===== src/design/usbpds_pkg.sv =====
// Shared types and constants for the USB printer descriptor scanner.
package usbpds_pkg;

  // Descriptor type codes and minimum lengths.
  localparam logic [7:0] TYPE_INTERFACE = 8'h04;
  localparam logic [7:0] TYPE_ENDPOINT  = 8'h05;
  localparam logic [7:0] IFACE_MIN_LEN  = 8'd9;
  localparam logic [7:0] EP_MIN_LEN     = 8'd7;
  localparam logic [7:0] HEADER_MIN_LEN = 8'd4;
  localparam logic [7:0] DESC_MIN_LEN   = 8'd2;

  // Endpoint attribute and address decoding.
  localparam logic [1:0] XFER_BULK  = 2'b10;
  localparam int         DIR_IN_BIT = 7;

  // Stream offsets of the configuration header.
  localparam logic [15:0] OFS_HEADER_LEN = 16'd0;
  localparam logic [15:0] OFS_TOTAL_LO   = 16'd2;
  localparam logic [15:0] OFS_TOTAL_HI   = 16'd3;
  localparam logic [15:0] OFS_WALK_BEGIN = 16'd4;
  localparam logic [15:0] OFS_MAX        = 16'hFFFF;

  // Captured body bytes at relative offsets 2 through 6.
  localparam int CAP_COUNT = 5;
  localparam int CAP_BASE  = 2;

  // Configuration register map.
  localparam int         CFG_INDEX_W        = 1;
  localparam int         CFG_DATA_W         = 8;
  localparam logic [CFG_INDEX_W-1:0] CFG_MATCH_CLASS    = 1'b0;
  localparam logic [CFG_INDEX_W-1:0] CFG_MATCH_SUBCLASS = 1'b1;
  localparam logic [7:0] MATCH_CLASS_RESET    = 8'd7;
  localparam logic [7:0] MATCH_SUBCLASS_RESET = 8'd1;

  typedef logic [CAP_COUNT-1:0][7:0] cap_t;

  // One scan result.
  typedef struct packed {
    logic        found;
    logic [7:0]  interface_number;
    logic [7:0]  bulk_out_address;
    logic [15:0] bulk_out_max_packet;
    logic [7:0]  bulk_in_address;
    logic [15:0] bulk_in_max_packet;
  } result_t;

endpackage


===== src/design/usb_printer_descriptor_scanner_unit.sv =====
// Top level of the USB printer descriptor scanner.
//
// Usage:
//   A configuration descriptor enters on the input channel one byte per
//   request (desc_byte), starting at offset zero, with last set on the final
//   byte. Each byte is parsed in the cycle it is accepted, so the block takes
//   one byte per cycle while in_stall is low. A byte marked last produces
//   one result request on the output channel: found, the interface number
//   and the first bulk OUT and bulk IN endpoints with their max packet
//   sizes, all zero when not found. Results pass through an output register
//   backed by one skid entry, so the input keeps flowing while a result
//   waits; in_stall rises only when both entries hold results that the
//   receiver has not taken. match_class and match_subclass are written
//   through the cfg port; the user must write them only while the block is
//   idle, which the block itself does not enforce. Synchronous reset clears
//   the stream state and both result entries, and sets the match registers
//   to the printer class (7) and subclass (1). After every last byte the
//   stream state returns to its reset value and the match registers are kept.
module usb_printer_descriptor_scanner_unit (
  input  logic                               clk,
  input  logic                               rst,
  // Input byte channel.
  input  logic                               in_valid,
  output logic                               in_stall,
  input  logic [7:0]                         desc_byte,
  input  logic                               last,
  // Result channel.
  output logic                               out_valid,
  input  logic                               out_stall,
  output logic                               found,
  output logic [7:0]                         interface_number,
  output logic [7:0]                         bulk_out_address,
  output logic [15:0]                        bulk_out_max_packet,
  output logic [7:0]                         bulk_in_address,
  output logic [15:0]                        bulk_in_max_packet,
  // Configuration write port.
  input  logic                               cfg_write,
  input  logic [usbpds_pkg::CFG_INDEX_W-1:0] cfg_index,
  input  logic [usbpds_pkg::CFG_DATA_W-1:0]  cfg_data
);

  // Configuration registers.
  logic [7:0] match_class;
  logic [7:0] match_subclass;

  // Stream state.
  logic [15:0]            byte_offset;
  logic [15:0]            total_length;
  logic [7:0]             header_length;
  logic [15:0]            descriptor_start;
  logic [7:0]             descriptor_length;
  logic [7:0]             descriptor_type;
  usbpds_pkg::cap_t       captured_fields;
  logic                   walk_stopped;
  logic                   iface_found;
  logic [7:0]             latched_iface;
  logic [7:0]             latched_out_ep;
  logic [15:0]            latched_out_mps;
  logic [7:0]             latched_in_ep;
  logic [15:0]            latched_in_mps;

  // Next values.
  logic [15:0]            byte_offset_next;
  logic [15:0]            total_length_next;
  logic [7:0]             header_length_next;
  logic [15:0]            descriptor_start_next;
  logic [7:0]             descriptor_length_next;
  logic [7:0]             descriptor_type_next;
  usbpds_pkg::cap_t       captured_fields_next;
  logic                   walk_stopped_next;
  logic                   iface_found_next;
  logic [7:0]             latched_iface_next;
  logic [7:0]             latched_out_ep_next;
  logic [15:0]            latched_out_mps_next;
  logic [7:0]             latched_in_ep_next;
  logic [15:0]            latched_in_mps_next;

  // Output buffering.
  usbpds_pkg::result_t    out_data;
  usbpds_pkg::result_t    skid_data;
  logic                   skid_valid;
  usbpds_pkg::result_t    result;

  logic accept;
  logic out_free;
  logic res_valid;

  // Walk decode signals.
  logic [16:0]            start_plus_len;
  logic [16:0]            offset_plus_one;
  logic [15:0]            rel;
  logic                   in_walk;
  logic                   rel_zero;
  logic                   rel_one;
  logic                   bad_length;
  logic                   desc_done;
  logic [7:0]             type_merged;
  usbpds_pkg::cap_t       cap_merged;
  logic [15:0]            ep_mps;

  assign in_stall  = skid_valid;
  assign accept    = in_valid && !in_stall;
  assign res_valid = accept && last;
  assign out_free  = !out_valid || !out_stall;

  // Offset arithmetic shared by the walk decode.
  assign start_plus_len  = {1'b0, descriptor_start} + {9'd0, descriptor_length};
  assign offset_plus_one = {1'b0, byte_offset} + 17'd1;
  assign rel             = byte_offset - descriptor_start;
  assign in_walk  = (byte_offset >= usbpds_pkg::OFS_WALK_BEGIN) && !walk_stopped &&
                    (byte_offset < total_length) && (byte_offset >= descriptor_start);
  assign rel_zero = (byte_offset == descriptor_start);
  assign rel_one  = (rel == 16'd1);
  assign bad_length = (descriptor_length < usbpds_pkg::DESC_MIN_LEN) ||
                      (start_plus_len > {1'b0, total_length});
  assign desc_done  = in_walk && !rel_zero && !(rel_one && bad_length) &&
                      (offset_plus_one == start_plus_len);

  // Type and captured bytes as they stand once the current byte is taken.
  always_comb begin
    type_merged = rel_one ? desc_byte : descriptor_type;
    cap_merged  = captured_fields;
    for (int i = 0; i < usbpds_pkg::CAP_COUNT; i++) begin
      if (in_walk && rel == 16'(i + usbpds_pkg::CAP_BASE)) begin
        cap_merged[i] = desc_byte;
      end
    end
  end

  assign ep_mps = {cap_merged[3], cap_merged[2]};

  // Per-byte parse of the descriptor stream.
  always_comb begin
    byte_offset_next       = (byte_offset == usbpds_pkg::OFS_MAX) ? byte_offset
                                                                  : offset_plus_one[15:0];
    total_length_next      = total_length;
    header_length_next     = header_length;
    descriptor_start_next  = descriptor_start;
    descriptor_length_next = descriptor_length;
    descriptor_type_next   = descriptor_type;
    captured_fields_next   = captured_fields;
    walk_stopped_next      = walk_stopped;
    iface_found_next       = iface_found;
    latched_iface_next     = latched_iface;
    latched_out_ep_next    = latched_out_ep;
    latched_out_mps_next   = latched_out_mps;
    latched_in_ep_next     = latched_in_ep;
    latched_in_mps_next    = latched_in_mps;

    if (byte_offset == usbpds_pkg::OFS_HEADER_LEN) begin
      header_length_next    = desc_byte;
      descriptor_start_next = {8'd0, desc_byte};
      walk_stopped_next     = walk_stopped || (desc_byte < usbpds_pkg::HEADER_MIN_LEN);
    end else if (byte_offset == usbpds_pkg::OFS_TOTAL_LO) begin
      total_length_next = {total_length[15:8], desc_byte};
    end else if (byte_offset == usbpds_pkg::OFS_TOTAL_HI) begin
      total_length_next = {desc_byte, total_length[7:0]};
    end else if (in_walk) begin
      if (rel_zero) begin
        descriptor_length_next = desc_byte;
      end else begin
        descriptor_type_next = type_merged;
        captured_fields_next = cap_merged;
        if (rel_one && bad_length) begin
          walk_stopped_next = 1'b1;
        end
      end

      // Evaluate a completed descriptor and advance to the next one.
      if (desc_done) begin
        if (type_merged == usbpds_pkg::TYPE_INTERFACE &&
            descriptor_length >= usbpds_pkg::IFACE_MIN_LEN) begin
          if (cap_merged[3] == match_class && cap_merged[4] == match_subclass &&
              cap_merged[1] == 8'd0 && !iface_found) begin
            iface_found_next     = 1'b1;
            latched_iface_next   = cap_merged[0];
            latched_out_ep_next  = 8'd0;
            latched_out_mps_next = 16'd0;
            latched_in_ep_next   = 8'd0;
            latched_in_mps_next  = 16'd0;
          end
        end else if (type_merged == usbpds_pkg::TYPE_ENDPOINT &&
                     descriptor_length >= usbpds_pkg::EP_MIN_LEN) begin
          if (iface_found && cap_merged[1][1:0] == usbpds_pkg::XFER_BULK) begin
            if (!cap_merged[0][usbpds_pkg::DIR_IN_BIT]) begin
              if (latched_out_ep == 8'd0) begin
                latched_out_ep_next  = cap_merged[0];
                latched_out_mps_next = ep_mps;
              end
            end else if (latched_in_ep == 8'd0) begin
              latched_in_ep_next  = cap_merged[0];
              latched_in_mps_next = ep_mps;
            end
          end
        end
        descriptor_start_next  = start_plus_len[15:0];
        descriptor_length_next = 8'd0;
        descriptor_type_next   = 8'd0;
        captured_fields_next   = '0;
      end
    end
  end

  // Result formed from the state after the last byte.
  always_comb begin
    result.found = iface_found_next && (latched_out_ep_next != 8'd0);
    if (result.found) begin
      result.interface_number    = latched_iface_next;
      result.bulk_out_address    = latched_out_ep_next;
      result.bulk_out_max_packet = latched_out_mps_next;
      result.bulk_in_address     = latched_in_ep_next;
      result.bulk_in_max_packet  = latched_in_mps_next;
    end else begin
      result.interface_number    = 8'd0;
      result.bulk_out_address    = 8'd0;
      result.bulk_out_max_packet = 16'd0;
      result.bulk_in_address     = 8'd0;
      result.bulk_in_max_packet  = 16'd0;
    end
  end

  // Configuration and stream state registers.
  always_ff @(posedge clk) begin
    if (rst) begin
      match_class       <= usbpds_pkg::MATCH_CLASS_RESET;
      match_subclass    <= usbpds_pkg::MATCH_SUBCLASS_RESET;
      byte_offset       <= '0;
      total_length      <= '0;
      header_length     <= '0;
      descriptor_start  <= '0;
      descriptor_length <= '0;
      descriptor_type   <= '0;
      captured_fields   <= '0;
      walk_stopped      <= 1'b0;
      iface_found       <= 1'b0;
      latched_iface     <= '0;
      latched_out_ep    <= '0;
      latched_out_mps   <= '0;
      latched_in_ep     <= '0;
      latched_in_mps    <= '0;
    end else begin
      if (cfg_write) begin
        case (cfg_index)
          usbpds_pkg::CFG_MATCH_CLASS:    match_class    <= cfg_data;
          usbpds_pkg::CFG_MATCH_SUBCLASS: match_subclass <= cfg_data;
          default: ;
        endcase
      end
      if (accept) begin
        if (last) begin
          byte_offset       <= '0;
          total_length      <= '0;
          header_length     <= '0;
          descriptor_start  <= '0;
          descriptor_length <= '0;
          descriptor_type   <= '0;
          captured_fields   <= '0;
          walk_stopped      <= 1'b0;
          iface_found       <= 1'b0;
          latched_iface     <= '0;
          latched_out_ep    <= '0;
          latched_out_mps   <= '0;
          latched_in_ep     <= '0;
          latched_in_mps    <= '0;
        end else begin
          byte_offset       <= byte_offset_next;
          total_length      <= total_length_next;
          header_length     <= header_length_next;
          descriptor_start  <= descriptor_start_next;
          descriptor_length <= descriptor_length_next;
          descriptor_type   <= descriptor_type_next;
          captured_fields   <= captured_fields_next;
          walk_stopped      <= walk_stopped_next;
          iface_found       <= iface_found_next;
          latched_iface     <= latched_iface_next;
          latched_out_ep    <= latched_out_ep_next;
          latched_out_mps   <= latched_out_mps_next;
          latched_in_ep     <= latched_in_ep_next;
          latched_in_mps    <= latched_in_mps_next;
        end
      end
    end
  end

  // Output register and skid entry valid flags.
  always_ff @(posedge clk) begin
    if (rst) begin
      out_valid  <= 1'b0;
      skid_valid <= 1'b0;
    end else if (out_free) begin
      if (skid_valid) begin
        out_valid  <= 1'b1;
        skid_valid <= 1'b0;
      end else begin
        out_valid <= res_valid;
      end
    end else if (res_valid) begin
      skid_valid <= 1'b1;
    end
  end

  // Result payload registers.
  always_ff @(posedge clk) begin
    if (out_free) begin
      out_data <= skid_valid ? skid_data : result;
    end
    if (!out_free && res_valid) begin
      skid_data <= result;
    end
  end

  assign found               = out_data.found;
  assign interface_number    = out_data.interface_number;
  assign bulk_out_address    = out_data.bulk_out_address;
  assign bulk_out_max_packet = out_data.bulk_out_max_packet;
  assign bulk_in_address     = out_data.bulk_in_address;
  assign bulk_in_max_packet  = out_data.bulk_in_max_packet;

`ifndef SYNTHESIS
  // The skid entry only fills behind a held output register.
  a_skid_behind_out: assert property (@(posedge clk) disable iff (rst)
    skid_valid |-> out_valid)
    else $error("skid entry holds a result while the output register is empty");

  // The last byte returns the stream to its start.
  a_last_clears: assert property (@(posedge clk) disable iff (rst)
    (accept && last) |=> (byte_offset == 16'd0 && !iface_found && !walk_stopped))
    else $error("stream state not cleared after the last byte");

  // A result without a match carries only zero fields.
  a_not_found_zero: assert property (@(posedge clk) disable iff (rst)
    (out_valid && !found) |-> (interface_number == 8'd0 && bulk_out_address == 8'd0 &&
      bulk_out_max_packet == 16'd0 && bulk_in_address == 8'd0 &&
      bulk_in_max_packet == 16'd0))
    else $error("unmatched result has nonzero fields");

  // A stopped walk stays stopped until the stream ends.
  a_walk_stays_stopped: assert property (@(posedge clk) disable iff (rst)
    (walk_stopped && !(accept && last)) |=> walk_stopped)
    else $error("walk resumed inside a stream");

  // Stream position moves only on an accepted byte.
  a_offset_holds: assert property (@(posedge clk) disable iff (rst)
    !accept |=> $stable(byte_offset))
    else $error("byte offset changed without an accepted byte");
`endif

endmodule

===== config.mk =====
export PLATFORM = sky130hd
export DESIGN_NAME = usb_printer_descriptor_scanner_unit
export DESIGN_NICKNAME = d
export VERILOG_FILES = /design/src/design/usbpds_pkg.sv /design/src/design/usb_printer_descriptor_scanner_unit.sv
export SDC_FILE = /design/constraint.sdc
export NUM_CORES = 1
export LEC_CHECK = 0
export BUFFER_PORTS_ARGS = -buffer_cell sky130_fd_sc_hd__buf_2
export CORE_MARGIN = 8
export CORE_UTILIZATION = 25
export DETAILED_ROUTE_END_ITERATION = 8
export PLACE_DENSITY_LB_ADDON = 0.08
export SETUP_SLACK_MARGIN = 0.5
export SLEW_MARGIN = 20
export SYNTH_ARGS = -nofsm -noshare
export SYNTH_HDL_FRONTEND = slang
export SYNTH_SLANG_ARGS = --single-unit

===== constraint.sdc =====
create_clock -name clk -period 6.5 [get_ports clk]
set_clock_uncertainty 0.05 [all_clocks]
set_input_delay 0 -clock clk [delete_from_list [all_inputs] [get_ports clk]]
set_output_delay 0 -clock clk [all_outputs]
set_load 0.01 [all_outputs]

# [Yosys cells after proc, flatten, opt, wreduce, memory -nomap -nowiden]
# Cells that the tools add are included.
[totals] reg_bits=294 out_inout_bits=59 elab_cells=238
[classes] addsub=3 n_lt_le_gt_ge=8 n_eq_ne=24 mux=113 bitwise_logic=1 reduce_logical=55
[op_table] operator="2-to-1 mux 16 bit" n=36
[op_table] operator="2-to-1 mux 8 bit" n=52
[op_table] operator="2-to-1 mux 40 bit" n=7
[op_table] operator="equality test 16 x 2 -> 1 bit, second input constant" n=4
[op_table] operator="2-to-1 mux 57 bit" n=1
[op_table] operator="2-to-1 mux 56 bit" n=1
[op_table] operator="equality test 16 x 3 -> 1 bit, second input constant" n=3
[op_table] operator="logical NOT 8 bit" n=3
[op_table] operator="logical AND 1 bit" n=22
[op_table] operator="AND reduction 6 bit" n=3
[op_table] operator="adder 16 x 1 -> 17 bit, second input constant" n=1
[op_table] operator="adder 16 x 8 -> 17 bit" n=1
[op_table] operator="equality test 17 bit" n=1
[op_table] operator="greater-than comparator 17 x 16 -> 1 bit" n=1
[op_table] operator="equality test 16 x 1 -> 1 bit, second input constant" n=1
[op_table] operator="equality test 16 bit" n=1
[op_table] operator="equality test 16 bit, second input constant" n=1
[op_table] operator="equality test 8 x 3 -> 1 bit, second input constant" n=2
[op_table] operator="equality test 8 bit" n=2
[op_table] operator="greater-or-equal comparator 16 bit" n=1
[op_table] operator="greater-or-equal comparator 16 x 3 -> 1 bit, second input constant" n=1
[op_table] operator="logical NOT 16 bit" n=1
[op_table] operator="< comparator 16 bit" n=1
[op_table] operator="2-to-1 mux 1 bit" n=16
[op_table] operator="20 further kinds" n=41

# [Longest topological paths before layout]
# Gate-level depths: netlist of run 1.
[logic_depth] word_depth=21 mapped_depth=24

# [Least setup slack after synthesis of run 1]
# No wires, ideal clock.
[synth_path] path_kind="reg2reg" from="reg byte_offset[0]" to="reg out_data (netlist bit bulk_out_max_packet[11]), data pin" setup_ns=0.271 t_arrival_ns=4.448 t_required_ns=6.179 slack_ns=1.732 path_stages_with_launch=19 path_cell_list="dfxtp_1 -> clkbuf_1 -> inv_1 -> ha_1 -> fa_1 -> nor2b_4 -> o21bai_1 -> and2_2 -> xnor2_1 -> a2111o_1 -> nor3_4 -> and4_1 -> buf_2 -> mux2_2 -> and2_1 -> o221ai_2 -> buf_2 -> buf_2 -> o31ai_1"
[synth_via] elab_chain_len=21 elab_cells_between_ends=78
[synth_lines] item="from (decl)" line="usb_printer_descriptor_scanner_unit.sv:47" source="logic [15:0] byte_offset;"
[synth_lines] item="from (signal assigned)" line="usb_printer_descriptor_scanner_unit.sv:266" source="byte_offset <= byte_offset_next;"
[synth_lines] item="branches (longest 19 deep; another with subtractor 16 bit)"
[synth_lines] item="2-to-1 mux 56 bit (*)" line="usb_printer_descriptor_scanner_unit.sv:207" source="if (result.found) begin"
[synth_lines] item="2-to-1 mux 57 bit (*)" line="usb_printer_descriptor_scanner_unit.sv:305" source="out_data <= skid_valid ? skid_data : result;"
[synth_lines] item="to (signal assigned)" line="usb_printer_descriptor_scanner_unit.sv:305"
[synth_lines] item="to (decl)" line="usb_printer_descriptor_scanner_unit.sv:79" source="usbpds_pkg::result_t out_data;"
# Mark *: on every way between the ends.
# A chain may end at the register's enable or synchronous reset.

# [Worst setup path after layout of run 1]
[layout_path] from="reg byte_offset[0]" to="reg out_data (netlist bit bulk_in_max_packet[1]), data pin"
# Same word-level chain as after synthesis.

==> metrics.md, run 1 <==
| Metric | Value |
|---|---|
| Syn Nets | `1875` |
| Maxcap violations | `0` |
| Tot Pwr | `4.47 mW` |
| Crit path max fanout | `16` |
| TNS Setup | `0 ps` |
| Compound-gate portion of the synthesized area | `19.9%` |
| Largest family of logic cells by synthesized area | `compound AO/OA/AOI/OAI gates` |
| DR vias | `13800` |
| Mux share of post-synthesis cell area | `4.62%` |
| Hpwl dp | `40700 microns` |
| Die Area | `around 74000 sq um` |
| Max Clk Rate | `176 MHz` |
| Initial Util | `25.1%` |
| Delay-heaviest family, CP | `simple AND/OR/NAND/NOR gates` |
| Layout Area Growth over Synthesis | `19.0%` |
| VDD IR max | `0.000138 V` |
| Worst EP arrival | `5920 ps` |
| Share of layout cells above drive strength 1 | `14.0%` |
| Sink Count | `294` |
| Relative slew slack | `~34%` |
| Crit path capture type | `flip-flop` |
| Antenna fix cells | `0` |
| Total track usage | `15.0%` |
| Setup CP Type | `flip-flop to flip-flop` |
| Final Cycle Share | `87.4%` |
| Unique masters post-synth | `99` |
| Asr flop ratio synth | `0%` |
| Synth area leaders | `dfxtp_1 (22%), edfxtp_1 (21%), a21oi_1 (4.9%)` |
| Post-synthesis adder-cell area fraction | `4.74%` |
| Synth area leader | `dfxtp_1` |
| Final net count | `between 1500 and 2000` |
| Antenna violations before repair | `0` |
| DIE HEIGHT | `~270 microns` |
| H-tree depth | `2` |
| Worst Setup Start Kind | `flip-flop` |
| Post-synth top flop | `dfxtp_1` |
| RSZ-0062 raised after global routing | `yes` |
| Port Buffers | `about 80` |
| Seq/Total Area, Yosys | `around 43%` |
| Min Tclk post-route | `~5700 ps` |
| 1st-iter DRT viols | `755` |
| Simple-gate share of the synthesized area | `19.0%` |
| Max clock buf depth | `3` |
| CP max-delay cell | `dfxtp_1` |
| HP Class | `primary input to flip-flop` |
| I/O pin cnt | `82` |
| Syn_area_per_cell | `9.16 sq um` |
| Slew @ Worst Pin | `990 ps` |
| Static leakage | `7.09 nW` |
| WL/cell | `20.6 microns` |
| GP Congestion | `roughly 0.88` |
| Row cnt | `94` |
| Final-report hold violation count | `0` |
| #FFs+latches synth | `294` |
| Pins Over Slew Limit | `0` |
| Post-route ant nets | `0` |
| 1st-pass router iterations | `5` |
| Outcome | `complete, no violations` |
| Die width | `272 microns` |
| Core Region | `about 65000 sq um` |
| PwrDens | `about 230 nW/um^2` |
| Vias in the first global route | `between 10000 and 15000` |
| Clk slew on worst S/H paths | `60 ps` |
| Area share of the largest cell type after synthesis | `between 20% and 30%` |
| Worst EP required | `6740 ps` |
| XOR/XNOR Fraction of Synth Area | `under 10%` |
| CP bufs+invs | `2` |
| Via-to-Cell Ratio | `4.96` |
| Cell Chain, Critical Path | `inv_1, ha_1, fa_1, nor2b_4, o21bai_1, and2_2, xnor2_1, a2111o_1, nor3_4, and4_1, mux2_2, and2_1, o221ai_4, nand2b_2, buf_4, o21ai_1` |
| Inserted Clock Buffers | `38` |
| Final wirelength | `roughly 57000 microns` |
| Post-Syn Area | `16400 sq um` |
| Setup violators final | `0` |
| Syn. warnings | `0` |
| Root buf cell | `clkbuf_16` |
| First-pass GRT wire length | `87200 microns` |
| Crit path largest cell delay | `550 ps` |
| Largest net degree at the start of global routing | `85` |
| Synthesized instance count | `between 1500 and 2000` |
| Hold Slack | `162 ps` |
| Clock Latency Late Sink | `roughly 560 ps` |
| Number of synthesized flops with an enable pin | `114` |
| Total gr overflow | `0` |
| CTS tree | `built` |
| DRC | `0` |
## registers in the layout (all words and copies together), names as in the netlist, 16 cells and up
register             cells
bulk_out_max_packet     16
latched_out_mps         16
captured_fields         40
latched_in_mps          16
descriptor_start        16
byte_offset             16
skid_data               57
bulk_in_max_packet      16
total_length            16
## cell type report
type                            count  area (sq um)
Tap cell                          864          1080
Clock inverter                     17           173
Fill cell                        6983         45900
Multi-Input combinational cell   1317          8670
Sequential cell                   294          7030
Timing Repair Buffer              172          1260
Clock buffer                       52          1060
Inverter                           67           251
## power by group
group | internal [mW] | switching, mW
registers | 1.94 | 0.0183
logic | 0.138 | 0.263
clock network | 1.26 | 0.853
## worst reg2reg max path: cells and delay by family, from the launching register on
family,cells,cell delay [ps]
adder cells (fa/ha/maj),2,780
flip-flops,1,550
buffers and inverters,2,550
multiplexers,1,440
AO/OA/AOI/OAI,4,990
XOR/XNOR,1,120
AND/OR/NAND/NOR,6,1940
## what timing repair did
item	CTS	global route
pin swaps	0	2
setup endpoints to repair	1	102
buffers inserted	0	2
hold buffers	41	0
gates resized for setup	1	11
hold endpoints to repair	66	0
## per-layer routing
layer | share of wire, % | global-route usage [%] | up-vias
met3 | 3.6 | 2.17 | 90
met1 | 46 | 19.9 | 6701
met2 | 47 | 25.0 | 252
met4 | 2.8 | 4.65 | 0
li1 | - | - | 6754
met5 | 0 | 0 | -
## cell usage after synthesis, drive strengths merged, types with 6 or more instances
cell type and instances:
a311oi 6, o211ai 9, and2 19, a31oi 12, o2111ai 7, nand3 59, a22oi 58, nor3 38
a21o 27, xnor2 35, dfxtp 180, nand2b 13, or4 9, ha 59, o21ai 68, a211oi 27
nor2 204, clkbuf 74, buf 39, nand2 170, mux2 24, nor2b 11, nand4 17, o21a 8
nor4 26, xor2 29, nor4b 7, or3 14, inv 66, nand3b 9, a21oi 161, a22o 16
o31ai 36, and3 14, edfxtp 114, and4 8, mux2i 48
## metrics by stage
step	util (%)	cells	setup WS (ps)	area [sq um]
after floorplan	-	1791	1730	16400
after global placement	27.2	2671	483	17800
after detailed placement	27.2	2671	510	17800
after CTS	29.7	2781	533	19400
after global routing	29.8	2783	487	19500
final	29.8	2783	818	19500
## final timing paths
kind / start / slack [ps] / depth (start not counted) / endpoint
worst max register to register: byte_offset[0] / 820 / 16 / bulk_in_max_packet[1]
worst min-delay path: last / 160 / 5 / byte_offset[8]
worst max-delay path: byte_offset[0] / 820 / 16 / bulk_in_max_packet[1]
worst min register to register: total_length[12] / 400 / 2 / total_length[12]
## placed cells by master, fill, tap and decap left out, types with 29 or more instances in the layout
cell	count
mux2i_1	48
o21ai_0	39
xnor2_1	34
buf_4	44
ha_1	59
dfxtp_1	179
a22oi_1	58
nor2_1	201
buf_2	80
edfxtp_1	114
nand2_1	169
nor3_1	34
a21oi_1	159
clkbuf_16	40
o31ai_1	32
inv_1	66
dlygate4sd3_1	41
nand3_1	56
xor2_1	29
## cells by family (layout without fill, tap and decap cells)
logic type	after synthesis	after routing
AOI/OAI and AO/OA	482	482
xor gates and xnor gates	69	69
adders and majority gates	61	61
buffers and inverters	180	308
DFF	294	294
muxes	72	72
and+or+nand+nor	633	633
No activity file was read; power rests on OpenSTA's default activity.
==> run 2: changes to the inputs <==
GPL_TIMING_DRIVEN = 0   (was unset)
REMOVE_ABC_BUFFERS = 1   (was unset)
==> metrics.md, run 2 (same netlist as run 1, synthesis figures left out) <==
| Metric | Value |
|---|---|
| Sink Count | `294 (unchanged)` |
| Crit path capture type | `flip-flop` |
| Worst Setup Start Kind | `flip-flop` |
| Worst EP arrival | `5990 ps (+70 ps)` |
| Critical Path Stages | `17 (+1)` |
| Max reg flops | `57 (unchanged)` |
| Min Tclk post-route | `5740 ps (+61.5 ps)` |
| Final net count | `1965 (-0.46%)` |
| Reg2reg end | `bulk_out_max_packet[6]` |
| Cell mode on critical path | `buf_16` |
| Final wirelength | `55100 microns (-3.9%)` |
| Post-Place Setup Slack | `-1040 ps (-1550 ps)` |
| Antenna violations before repair | `0 (unchanged)` |
| Max Clk Rate | `174 MHz (-1.1%)` |
| Setup CP Type | `flip-flop to flip-flop` |
| Worst R2R Start | `byte_offset[0]` |
| FF-to-FF path depth | `17 (+1)` |
| Cell Chain, Critical Path | `inv_1, ha_1, fa_1, nor2b_4, o21bai_1, and2_2, xnor2_1, a2111o_1, nor3_4, and4_2, mux2_2, and2_1, o221ai_4, buf_12, buf_16, buf_16, o31ai_2` |
| Sequential cell area | `7030 sq um (about the same)` |
| Inserted Clock Buffers | `39 (+2.6%)` |
| Core Region | `65400 sq um (unchanged)` |
| Clock Latency Late Sink | `570 ps (about the same)` |
| Crit path largest cell delay | `570 ps (+20 ps)` |
| Root buf cell | `clkbuf_16` |
| I/O pin cnt | `82 (unchanged)` |
| Antenna fix cells | `0 (unchanged)` |
| VDD IR max | `0.000165 V (+19%)` |
| First-pass GRT wire length | `83900 microns (-3.8%)` |
| WL/cell | `19.9 microns (-3.6%)` |
| Relative slew slack | `35.2% (+1.6 points)` |
| Total track usage | `14.4% (-0.60 points)` |
| DIE HEIGHT | `272 microns (unchanged)` |
| Commonest non-fill, non-tap cell in the layout | `nor2_1` |
| Clk slew on worst S/H paths | `60 ps (about the same)` |
| H-tree depth | `2 (unchanged)` |
| Worst EP required | `6750 ps (about the same)` |
| Tot Pwr | `4.41 mW (-1.3%)` |
| Outcome | `complete, no violations` |
| Top reg by flops | `skid_data` |
| Share of layout cells above drive strength 1 | `14.6% (+0.59 points)` |
| Crit path launch | `byte_offset[0]` |
| DRC | `0 (unchanged)` |
| Hpwl dp | `39500 microns (-2.9%)` |
| Min setup slack post-route | `757 ps (-61.5 ps)` |
| Most frequent cells in the layout | `nor2_1 (201), dfxtp_1 (179), nand2_1 (168)` |
| Final Cycle Share | `88.4% (+0.95 points)` |
| Largest net degree at the start of global routing | `100 (+18%)` |
| Crit path max fanout | `26 (+10)` |
| CP bufs+invs | `4 (+2)` |
| Die Area | `74100 sq um (unchanged)` |
| Vias in the first global route | `13500 (-1.4%)` |
| DR vias | `13700 (-0.77%)` |
| GP Congestion | `0.858 (-2.0%)` |
| Port Buffers | `81 (unchanged)` |
| R2R Setup Slk | `760 ps (-60 ps)` |
| Post-route ant nets | `0 (unchanged)` |
| Fillers | `6889 (-1.3%)` |
| Max clock buf depth | `3 (unchanged)` |
| Row cnt | `94 (unchanged)` |
| Final-report hold violation count | `0 (unchanged)` |
| Layout Area Growth over Synthesis | `20.3%` |
| Die width | `272 microns (unchanged)` |
| PwrDens | `224 nW/um^2 (-2.4%)` |
| Multi-input combinational cell area | `8810 sq um (+1.6%)` |
| CP max-delay cell | `dfxtp_1` |
| Slew @ Worst Pin | `965 ps (-25.1 ps)` |
| 1st-pass router iterations | `5 (unchanged)` |
| HP Class | `primary input to flip-flop` |
| CP endpoint | `bulk_out_max_packet[6]` |
| Via-to-Cell Ratio | `4.94 (-0.45%)` |
| Static leakage | `7.12 nW (+0.42%)` |
| Top Registers | `skid_data: 57 flops, captured_fields: 40 flops` |
| Total gr overflow | `0 (unchanged)` |
| CTS tree | `built` |
| RSZ-0062 raised after global routing | `no` |
| Delay-heaviest family, CP | `simple AND/OR/NAND/NOR gates` |
| Maxcap violations | `0 (unchanged)` |
| 1st-iter DRT viols | `859 (+14%)` |
| Setup violators final | `0 (unchanged)` |
| Initial Util | `25.1% (unchanged)` |
| Pins Over Slew Limit | `0 (unchanged)` |
## run 2: cell types whose count changed in the layout (fill, tap and decap cells not counted), moves of 3 or more
cell | before | now
buf_4 | 44 | 20
buf_16 | 0 | 9
clkbuf_8 | 1 | 5
nor2b_1 | 10 | 7
clkinv_2 | 7 | 3
nor3_1 | 34 | 31
bufinv_16 | 3 | 0
buf_6 | 1 | 4
## run 2: worst min-delay path by stage
| stage | start | endpoint | slack [ps] | depth (start not counted) |
|---|---|---|---|---|
| floorplan | rst | latched_out_mps[10] | 10 | 1 |
| CTS | last | byte_offset[8] | 190 | 4 |
| detailed placement | cfg_data[1] | match_class[1] | 200 | 3 |
| finish | cfg_data[6] | match_subclass[6] | 210 | 4 |
| global route | cfg_data[6] | match_subclass[6] | 220 | 4 |
| global placement | cfg_data[1] | match_class[1] | 190 | 3 |
## run 2: metrics by stage
stage                     instance area [sq um]  util (%)  std cells  hold slack, ps  TNS (ps)
after floorplan                           15900         -       1678            14.6     -8210
after global placement                    17400      26.5       2623             193   -722800
after detailed placement                  17800      27.3       2646             203    -30830
after CTS                                 19600      29.9       2763             194         0
after global routing                      19700      30.2       2774             225         0
final                                     19700      30.2       2774             213         0
## run 2: what timing repair did
action                                  in CTS  in global routing
resized for setup                           13                 16
buffers inserted                             8                 10
endpoints found under the setup margin     197                162
cloned                                       0                  1
pin swaps                                    6                  9
hold buffers                                39                  0
endpoints found under the hold margin       86                  0
## run 2: power by group
| group | total (mW) | internal (mW) | switching [mW] | leakage, nW |
|---|---|---|---|---|
| combinational | 0.406 | 0.144 | 0.263 | 3.99 |
| clock | 2.05 | 1.19 | 0.859 | 0.583 |
| sequential | 1.95 | 1.94 | 0.0191 | 2.54 |
| total | 4.41 | 3.27 | 1.14 | 7.12 |
## run 2: area by class of cell
cell class | instances | share of cell area (%)
clock buffers | 57 | 5.65
clock inverters | 13 | 0.418
inverters | 67 | 1.27
multi-input cells | 1318 | 44.6
flip-flops and latches | 294 | 35.6
well taps | 864 | 5.48
repair buffers | 161 | 6.94
## run 2: per-layer routing
metal	vias up	GRT usage, %	wire, microns
li1	6760	-	-
met1	6612	18.7	25300
met2	240	24.5	26500
met3	79	2.44	2010
met4	0	3.97	1320
met5	-	0	0
## run 2: worst reg2reg max path, delay by kind of cell, from the launching register on
family	cells	cell delay (ps)
buf+inv	4	760
simple gates	5	1690
compound gates	4	1080
mux	1	450
flops	1	570
fa+ha+maj	2	770
xor+xnor	1	130
==> run 3: changes to the inputs <==
ABC_AREA = 1   (was unset)
CORE_UTILIZATION = 43   (was 25)
==> metrics.md, run 3 <==
| Metric | Value |
|---|---|
| Top Registers | `skid_data: 57 flops, captured_fields: 40 flops` |
| Asr flop ratio synth | `0% (unchanged)` |
| Worst Setup Start Kind | `flip-flop` |
| Worst EP required | `6750 ps (about the same)` |
| Top reg by flops | `skid_data` |
| 1st-pass router iterations | `5 (unchanged)` |
| Maxcap violations | `0 (unchanged)` |
| CP bufs+invs | `2 (-2)` |
| Unique masters post-synth | `48 (-52%)` |
| Total track usage | `22.5% (+8.1 points)` |
| Row cnt | `73 (-22%)` |
| 1st-iter DRT viols | `1151 (+34%)` |
| Synthesized instance count | `2417 (+35%)` |
| Final wirelength | `53600 microns (-2.6%)` |
| Seq/Total Area, Yosys | `41.1% (-1.7 points)` |
| Inserted Clock Buffers | `36 (-7.7%)` |
| Core Region | `39500 sq um (-40%)` |
| Largest net degree at the start of global routing | `80 (-20%)` |
| Crit path largest cell delay | `630 ps (+60 ps)` |
| Post-Syn Area | `17100 sq um (+4.1%)` |
| Layout Area Growth over Synthesis | `15.9%` |
| Port Buffers | `81 (unchanged)` |
| Max reg flops | `57 (unchanged)` |
| Total gr overflow | `0 (unchanged)` |
| Delay-heaviest family, CP | `simple AND/OR/NAND/NOR gates` |
| I/O pin cnt | `82 (unchanged)` |
| Share of layout cells above drive strength 1 | `9.31% (-5.2 points)` |
| Post-synth top cells | `nand2_1 (753), inv_1 (320), a21oi_1 (221), nor2_1 (190), dfxtp_1 (180)` |
| Die width | `215 microns (-21%)` |
| Pins Over Slew Limit | `0 (unchanged)` |
| Crit path max fanout | `13 (-50%)` |
| Worst EP arrival | `5890 ps (-100 ps)` |
| Hpwl dp | `35700 microns (-9.4%)` |
| Compound-gate portion of the synthesized area | `12.2% (-7.6 points)` |
| PwrDens | `222 nW/um^2 (-0.93%)` |
| Area share of the largest cell type after synthesis | `21.1% (-0.87 points)` |
| Largest family of logic cells by synthesized area | `simple AND/OR/NAND/NOR gates` |
| Design area | `19800 sq um (+0.29%)` |
| Post-synth top flop | `dfxtp_1` |
| Syn. warnings | `0 (unchanged)` |
| Most frequent cells in the layout | `nand2_1 (746), inv_1 (317), a21oi_1 (220)` |
| Multi-input combinational cell area | `8680 sq um (-1.5%)` |
| Synth area leader | `dfxtp_1` |
| Mux share of post-synthesis cell area | `0% (-4.6 points)` |
| DR vias | `16100 (+17%)` |
| Number of synthesized flops with an enable pin | `114 (unchanged)` |
| H-tree depth | `2 (unchanged)` |
| Vias in the first global route | `15200 (+13%)` |
| Final-report hold violation count | `0 (unchanged)` |
| Simple-gate share of the synthesized area | `31.2% (+12 points)` |
| Antenna violations before repair | `1 (+1)` |
| GP Congestion | `0.912 (+6.3%)` |
| #FFs+latches synth | `294 (unchanged)` |
| Min Tclk post-route | `5650 ps (-98.2 ps)` |
| Relative slew slack | `36.5% (+1.3 points)` |
| Cell mode on critical path | `nand2_1` |
| HP Class | `primary input to flip-flop` |
| Cell with the most instances after synthesis | `nand2_1` |
| Max clock buf depth | `3 (unchanged)` |
| Setup violators final | `0 (unchanged)` |
| Via-to-Cell Ratio | `5.26 (+6.7%)` |
| Fillers | `3936 (-43%)` |
| Synth area leaders | `dfxtp_1 (21%), edfxtp_1 (20%), nand2_1 (17%)` |
| Sink Count | `294 (unchanged)` |
| Outcome | `complete, no violations` |
| RSZ-0062 raised after global routing | `no` |
| First-pass GRT wire length | `84100 microns (+0.30%)` |
| Post-route ant nets | `0 (unchanged)` |
| Static leakage | `8.46 nW (+19%)` |
| Initial Util | `43.3% (+18 points)` |
| Post-synthesis adder-cell area fraction | `4.56% (-0.19 points)` |
| Root buf cell | `clkbuf_16` |
| Min setup slack post-route | `855 ps (+98.2 ps)` |
| DIE HEIGHT | `215 microns (-21%)` |
| CTS tree | `built` |
| Die Area | `46300 sq um (-37%)` |
| Final net count | `2582 (+31%)` |
| Crit path capture type | `flip-flop` |
| XOR/XNOR Fraction of Synth Area | `0.923% (-3.2 points)` |
| VDD IR max | `0.000144 V (-12%)` |
| WL/cell | `17.6 microns (-11%)` |
| Slew @ Worst Pin | `946 ps (-18.5 ps)` |
| DRC | `0 (unchanged)` |
| Setup CP Type | `flip-flop to flip-flop` |
| Post-Place Setup Slack | `-812 ps (+232 ps)` |
| Clk slew on worst S/H paths | `60 ps (about the same)` |
| DP Area | `18000 sq um (+0.62%)` |
| Sequential cell area | `7030 sq um (unchanged)` |
| CP max-delay cell | `a21boi_0` |
| Commonest non-fill, non-tap cell in the layout | `nand2_1` |
| Syn_area_per_cell | `7.07 sq um (-23%)` |
| Max Clk Rate | `177 MHz (+1.7%)` |
| Final Cycle Share | `86.8% (-1.5 points)` |
| Clock Latency Late Sink | `560 ps (about the same)` |
run 3: changes by cell type after synthesis, moves of 21 or more:
cell,before,now
inv_1,66,320
mux2i_1,48,0
nand2_1,170,753
o21ai_0,40,61
nand4_1,17,93
o31ai_1,33,0
nand3_1,56,121
a22oi_1,58,6
a21o_1,26,1
a21oi_1,160,221
xnor2_1,35,5
mux2_2,22,0
run 3: worst paths after layout:
kind	end	depth (start not counted)	slack, ps	startpoint
max	bulk_in_max_packet[14]	28	850	descriptor_length[6]
min	descriptor_length[0]	4	60	last
max reg2reg	bulk_in_max_packet[14]	28	850	descriptor_length[6]
min reg2reg	descriptor_type[2]	2	410	descriptor_type[2]
run 3: power breakdown:
part	total (mW)	leakage [nW]	internal, mW	switching (mW)
registers	1.97	2.54	1.95	0.0209
logic	0.461	5.37	0.147	0.314
clock network	1.96	0.543	1.13	0.826
run 3: per-layer routing:
metal	wire length, microns	track usage [%]
met5	0	0
met4	1330	6.47
met3	2740	3.68
met2	26400	39.6
met1	23200	28.0
run 3: layout make-up:
type,instances,area share [%]
repair buffers,136,5.37
flip-flops and latches,294,35.5
multi-input cells,1702,43.8
well taps,525,3.32
diodes,1,0.0126
inverters,328,6.27
clock inverters,10,0.525
clock buffers,54,5.15
run 3: metrics by stage:
step	total power, mW	utilization (%)	setup TNS, ps	cells	hold slack, ps
2_1_floorplan	2.27	-	0	2317	19.1
4_1_cts	4.43	49.7	0	3038	16.6
6_report	4.38	50.2	0	3050	61.3
3_5_place_dp	2.44	45.5	-52600	2932	196
5_1_grt	4.56	50.2	0	3050	50.8
3_3_place_gp	2.43	44.8	-880380	2923	184
run 3: repair_timing:
action	4_1_cts	5_1_grt
cloned	6	1
pin swaps	5	6
endpoints found under the hold margin	112	0
gates resized for setup	18	19
buffers inserted	2	10
hold buffers	34	0
setup endpoints to repair	136	177
run 3: kinds of logic (layout without fill, tap and decap cells):
kind of cell | Yosys count | after routing
AND/OR/NAND/NOR | 1243 | 1250
buffers and inverters | 428 | 528
AO/OA/AOI/OAI | 373 | 373
flip-flops | 294 | 294
adder cells (fa/ha/maj) | 61 | 61
XOR/XNOR | 18 | 18
other | 0 | 1
run 3: worst register-to-register path, delay by kind of cell (launching register included):
family | cells | cell delay [ps]
compound gates | 6 | 1640
fa+ha+maj | 2 | 610
buf+inv | 2 | 360
simple gates | 18 | 2310
flops | 1 | 410
